[src/sv/mwht_pkg.sv]
package mwht_pkg;

   localparam int SLOTS     = 256;
   localparam int WAYS      = 8;
   localparam int SLOT_W    = $clog2(SLOTS);
   localparam int WAY_W     = $clog2(WAYS);
   localparam int WCNT_W    = WAY_W + 1;
   localparam int ADDR_W    = SLOT_W + WAY_W;
   localparam int MOD_W     = SLOT_W + 1;
   localparam int REM_W     = MOD_W + 1;
   localparam int CFG_W     = 9;
   localparam int KEY_W     = 64;
   localparam int CNT_W     = 12;
   localparam int ST_W      = 3;
   localparam int OP_W      = 2;
   localparam int MOD_BITS  = 4;
   localparam int MOD_STEPS = KEY_W / MOD_BITS;
   localparam int STEP_W    = $clog2(MOD_STEPS);

   localparam logic [OP_W-1:0] OP_PUT  = 2'd0;
   localparam logic [OP_W-1:0] OP_GET  = 2'd1;
   localparam logic [OP_W-1:0] OP_DEL  = 2'd2;
   localparam logic [OP_W-1:0] OP_NONE = 2'd3;

   localparam logic [ST_W-1:0] ST_INSERTED = 3'd0;
   localparam logic [ST_W-1:0] ST_REPLACED = 3'd1;
   localparam logic [ST_W-1:0] ST_FOUND    = 3'd2;
   localparam logic [ST_W-1:0] ST_MISS     = 3'd3;
   localparam logic [ST_W-1:0] ST_FULL     = 3'd4;

   typedef struct packed {
      logic load;
      logic mod_step;
      logic hash_load;
      logic way_inc;
      logic decide;
      logic finish_end;
      logic rsp_load;
      logic clear_step;
   } dp_cmd_type;

   typedef struct packed {
      logic clear_done;
      logic mod_done;
      logic way_end;
      logic op_none;
      logic proceed;
   } dp_sts_type;

endpackage

[src/sv/mwht_ctrl.sv]
module mwht_ctrl import mwht_pkg::*; (
   input  logic       clock,
   input  logic       reset,
   input  logic       req_valid,
   output logic       req_ready,
   output logic       rsp_valid,
   input  logic       rsp_ready,
   output dp_cmd_type cmd,
   input  dp_sts_type sts
);

   localparam logic [2:0] S_CLEAR = 3'd0;
   localparam logic [2:0] S_IDLE  = 3'd1;
   localparam logic [2:0] S_MOD   = 3'd2;
   localparam logic [2:0] S_HASH  = 3'd3;
   localparam logic [2:0] S_WAIT  = 3'd4;
   localparam logic [2:0] S_CHK   = 3'd5;
   localparam logic [2:0] S_FIN   = 3'd6;

   logic [2:0] state_ff, state_in;
   logic       rsp_valid_ff, rsp_valid_in;

   always_comb begin
      state_in = state_ff;
      cmd      = '0;
      unique case (state_ff)
         S_CLEAR: begin
            cmd.clear_step = 1'b1;
            if (sts.clear_done) state_in = S_IDLE;
         end
         S_IDLE: begin
            if (req_valid) begin
               cmd.load = 1'b1;
               state_in = S_MOD;
            end
         end
         S_MOD: begin
            cmd.mod_step = 1'b1;
            if (sts.mod_done) state_in = S_HASH;
         end
         S_HASH: begin
            cmd.hash_load = 1'b1;
            state_in = S_WAIT;
         end
         S_WAIT: state_in = S_CHK;
         S_CHK: begin
            if (sts.op_none || sts.way_end) begin
               cmd.finish_end = 1'b1;
               state_in = S_FIN;
            end else begin
               cmd.decide = 1'b1;
               if (sts.proceed) begin
                  cmd.way_inc = 1'b1;
                  state_in = S_WAIT;
               end else begin
                  state_in = S_FIN;
               end
            end
         end
         S_FIN: begin
            if (!rsp_valid_ff || rsp_ready) begin
               cmd.rsp_load = 1'b1;
               state_in = S_IDLE;
            end
         end
         default: state_in = S_CLEAR;
      endcase
   end

   always_comb begin
      if (cmd.rsp_load)   rsp_valid_in = 1'b1;
      else if (rsp_ready) rsp_valid_in = 1'b0;
      else                rsp_valid_in = rsp_valid_ff;
   end

   always_ff @(posedge clock) begin
      if (reset) begin
         state_ff     <= S_CLEAR;
         rsp_valid_ff <= 1'b0;
      end else begin
         state_ff     <= state_in;
         rsp_valid_ff <= rsp_valid_in;
      end
   end

   assign req_ready = (state_ff == S_IDLE);
   assign rsp_valid = rsp_valid_ff;

endmodule
[config.mk]
export PLATFORM = sky130hd
export DESIGN_NAME = mwht_ctrl
export DESIGN_NICKNAME = d
export VERILOG_FILES = /design/src/sv/mwht_pkg.sv /design/src/sv/mwht_ctrl.sv
export SDC_FILE = /design/constraint.sdc
export NUM_CORES = 1
export LEC_CHECK = 0
export BUFFER_PORTS_ARGS = -buffer_cell sky130_fd_sc_hd__clkbuf_2
export CORE_AREA = 2 2 39 41
export CTS_CLUSTER_DIAMETER = 100
export DETAILED_ROUTE_END_ITERATION = 8
export DIE_AREA = 0 0 41 43
export SYNTH_ARGS = -nofsm -noshare
export SYNTH_HDL_FRONTEND = slang
export SYNTH_SLANG_ARGS = --single-unit
[constraint.sdc]
create_clock -name clock -period 2.42 [get_ports clock]
set_input_delay 0.242 -clock clock [delete_from_list [all_inputs] [get_ports clock]]
set_output_delay 0.242 -clock clock [all_outputs]
set_load 0.03 [all_outputs]
After elaboration in Yosys (flattened, before gate mapping)
Cells that the tools add are included.
Storage, ports and cells
  bits in registers: 4
  input port bits: 9
  output and inout port bits: 10
  logic and storage cells: 38
Cells by class
  equal/unequal tests: 10
  multiplexer cells: 20
  reductions and logical operators: 6
Operators by type and width (count)
  one-hot mux 3 bit (7 select lines): 1
  2-to-1 mux 3 bit: 6
  2-to-1 mux 1 bit: 11
  equality test 3 bit, second input constant: 3
  inequality test 2 bit, second input constant: 4
  equality test 3 x 2 -> 1 bit, second input constant: 2
  2-to-1 mux 2 bit: 2
  AND reduction 4 bit: 1
  equality test 3 x 1 -> 1 bit, second input constant: 1
  logical NOT 3 bit: 1
  logical OR 1 bit: 2
  nonzero test 2 bit: 1
  logical NOT 1 bit: 1

Logic depth before layout (Yosys ltp)
  word-level depth: 5
  mapped depth: 5
  mapped depth without buffers: 4

Worst setup path after synthesis
OpenSTA, ideal clock, no wires.
  kind: reg-to-output
  start point: register state_ff[1]
  end point: output port cmd[4] (netlist bit)
  data arrival time: 1.738 ns
  data required time: 2.178 ns
  slack: 0.440 ns
  stages on the path, launching flop included: 5
  path buffers: 1
  cells stage by stage: dfxtp_1 > buf_2 > nand3b_1 > nor3_1 > and2_1
RTL lines
  start, declared: RTL line mwht_ctrl.sv:20  | logic [2:0] state_ff, state_in;
  start signal, assigned: RTL line mwht_ctrl.sv:81  | state_ff <= state_in;
  end, declared: RTL line mwht_ctrl.sv:8  | output dp_cmd_type cmd,

==> out/qor.csv <==
stage,metric,value,unit
status,status,"finished, final reports clean",
global_route,largest net degree at the start of global routing,15,
floorplanning,die width,41,um
detailed_routing,drt pass-1 iters,2,
sta,final worst path period need,1744,ps
synthesis,warnings from Yosys,0,
setup_path,cell-by-cell trace of the critical path,nand3b_1 > nor3_1 > and2_1 > clkbuf_2,
setup_path,CP peak stage delay,560,ps
clock_tree,CTS hold repair buffers,0,
floorplanning,die area,1763,um2
detailed_routing,residual DRC count,0,
setup_path,CP Capture Type,output port,
setup_path,Crit path required time,2180,ps
clock_tree,CTS root buf,clkbuf_4,
detailed_routing,average wire per cell in the routed design,9.187,um
detailed_routing,total vias in the final route,349,
sta,measured slew at the worst slew-check pin,411.5,ps
setup_path,Max Fanout on Critical Path,13,
pwr,Seq pwr share,30.4,%
place,placed cell areas,402.9,um2
floorplanning,Die Height,43,um
clock_tree,# clock sinks,4,
floorplanning,Core Box Area,1384,um2
floorplanning,Rows,14,
detailed_routing,Post-DRT Antenna Nets,0,
floorplanning,starting density of the core,22.97,%
pwr,Pleak,0.1953,nW
final_layout,"commonest non-fill, non-tap cell in the layout",clkbuf_2,
pwr,pwr dens,1079,nW/um2
pwr,Clk pwr share,18.7,%
setup_path,"CP delay by family, top",flip-flops,
sta,final setup vio count,0,
sta,setup TNS,0,ps
pwr,Max IR drop VDD,0.0002131,V
pwr,Pint,0.2375,mW
place,GP Congestion,0.6568,
global_route,first-pass GRT wire length,1.131,mm
sta,slew margin rel.,72.53,%
detailed_routing,DRT iter0 DRCs,6,
sta,"Period Utilization, post-route",72.05,%
final_layout,share of post-route cells with drive strength above 1,38.98,%
clock_tree,Resized cells post-CTS,0,
setup_path,WP data arrival,1500,ps
sta,maximum clock rate,0.5735,GHz
synthesis,"FF+latch count, synth",4,
sta,Clock Skew,2.988,ps
clock_tree,postcts setup bufs,0,
setup_path,Crit Path Class,flop to output port,
sta,Max Slew Vio Count,0,
setup_path,startpoint types,flop,
floorplanning,I/O Pins,19,
detailed_routing,Vias/cell,4.653,
global_route,initial antenna violation count,0,
clock_tree,# H-tree levels,1,
final_layout,most frequent cells in the layout,"clkbuf_2 (18), nor2_1 (5), dfxtp_1 (4)",
final_layout,fin area,425.4,um2
global_route,total gr overflow,0,
setup_path,WP buf/inv,1,
worst_hold_path,Min-Delay Path Class,input port to flop,
sta,final hold violations,0,
place,PortBufs,18,
synthesis,Syn Std Cell Area,317.8,um2
global_route,vias in the first global route,293,
place,dpl hpwl,524.2,um
setup_path,critical path's slowest cell,dfxtp_1,
clock_tree,CTS buffer count,3,
clock_tree,clock slew at reported path FFs,40,ps
final_layout,area delta synth->final,33.86,%
clock_tree,CTS tree,built,
synthesis,synth unique cells,24,
pwr,Gate power share,50.8,%
synthesis,synthesized instance count,42,
clock_tree,clock latency on the worst-skew pair,240,ps
flow_run,Max-cap violations,0,
pwr,Net Sw Power,0.2215,mW
global_route,gr usage total,10.04,%
synthesis,"Seq/Total Area, Yosys",25.20,%
detailed_routing,WL final,689,um
clock_tree,worst-case clock buffer depth,2,
final_layout,# diodes,0,
final_layout,Final Net Count,70,
synthesis,Mapped Avg Cell Area,7.567,um2
synthesis,syn nets,51,
sta,unrepaired setup endpoints after global routing,no,
pwr,Sw Ratio,48.25,%
==> sequential cells by signal (all words and copies together), names as in the netlist <==
signal and count:
rsp_valid 1, state_ff 3
==> Yosys cell counts (all sizes together) <==
| master | count | area [um2] |
|---|---|---|
| or3b | 2 | 17.52 |
| nor2 | 5 | 18.77 |
| a21oi | 4 | 27.53 |
| nand4b | 1 | 8.760 |
| nand3b | 2 | 15.01 |
| or3 | 1 | 6.260 |
| xnor2 | 1 | 8.760 |
| nor4 | 1 | 6.260 |
| buf | 3 | 17.52 |
| nor2b | 1 | 6.260 |
| dfxtp | 4 | 80.08 |
| nor3 | 3 | 15.01 |
| o22ai | 1 | 6.260 |
| o311a | 1 | 10.01 |
| nand2 | 2 | 7.510 |
| inv | 1 | 3.750 |
| clkbuf | 1 | 7.510 |
| and2 | 3 | 18.77 |
| nand2b | 2 | 12.51 |
| o21bai | 1 | 7.510 |
| nor3b | 1 | 7.510 |
| a31o | 1 | 8.760 |
==> per-layer routing <==
metal  share of wire (%)  wire length, um  vias to the layer above  global-route usage (%)
met3                 6.7               46                        0                   4.712
met2                  46              319                       11                   14.69
met1                  47              323                      151                   10.29
met4                   0                0                        0                   8.000
met5                   0                0                        -                       0
li1                    -                -                      187                       -
==> stage by stage <==
step / setup WS (ps) / hold slack, ps / utilization [%] / std cells / power, mW
after floorplan: 440.0 / 311.1 / - / 42 / 0.3291
after global placement: 915.3 / 463.5 / 29.11 / 72 / 0.3694
after detailed placement: 870.2 / 469.9 / 29.11 / 72 / 0.3762
after CTS: 658.1 / 216.3 / 30.74 / 75 / 0.4657
after global routing: 446.8 / 234.6 / 30.74 / 75 / 0.5054
final: 676.3 / 218.3 / 30.74 / 75 / 0.4590
==> kinds of logic (layout without fill, tap and decap cells) <==
kind of cell,after synthesis,count (layout),share of synthesized area (%)
AND/OR/NAND/NOR,24,24,44.10
flip-flops,4,4,25.20
AO/OA/AOI/OAI,8,8,18.90
XOR/XNOR,1,1,2.756
buffers and inverters,5,22,9.056
==> worst reg2reg max path: stages (launching register included) <==
cell and delay (ps):
dfxtp_1 560, or3b_1 410, a21oi_2 210, nor4_1 70, a31o_1 200
==> power by group through the flow <==
stage          clock [mW]  sequential [mW]  combinational (mW)
2_1_floorplan           0           0.0967               0.232
3_3_place_gp            0            0.137               0.232
3_5_place_dp            0            0.142               0.235
4_1_cts            0.0904            0.139               0.236
5_1_grt            0.0962            0.149               0.260
6_report           0.0860            0.140               0.233
==> layout make-up <==
class	instances	area (um2)
fill	165	958.4
multi-input combinational	33	209.0
timing repair buffer	18	90.09
sequential	4	80.08
clock buffer	3	22.52
tap	16	20.02
inverter	1	3.754
==> worst paths after layout <==
check | from | to | slack [ps] | cells past startpoint
max reg2reg | state_ff[0] | state_ff[0] | 860 | 4
min reg2reg | rsp_valid | rsp_valid | 500 | 2
max | state_ff[0] | cmd[4] | 680 | 4
min | reset | rsp_valid | 220 | 2
No activity file was read; power rests on OpenSTA's default activity.
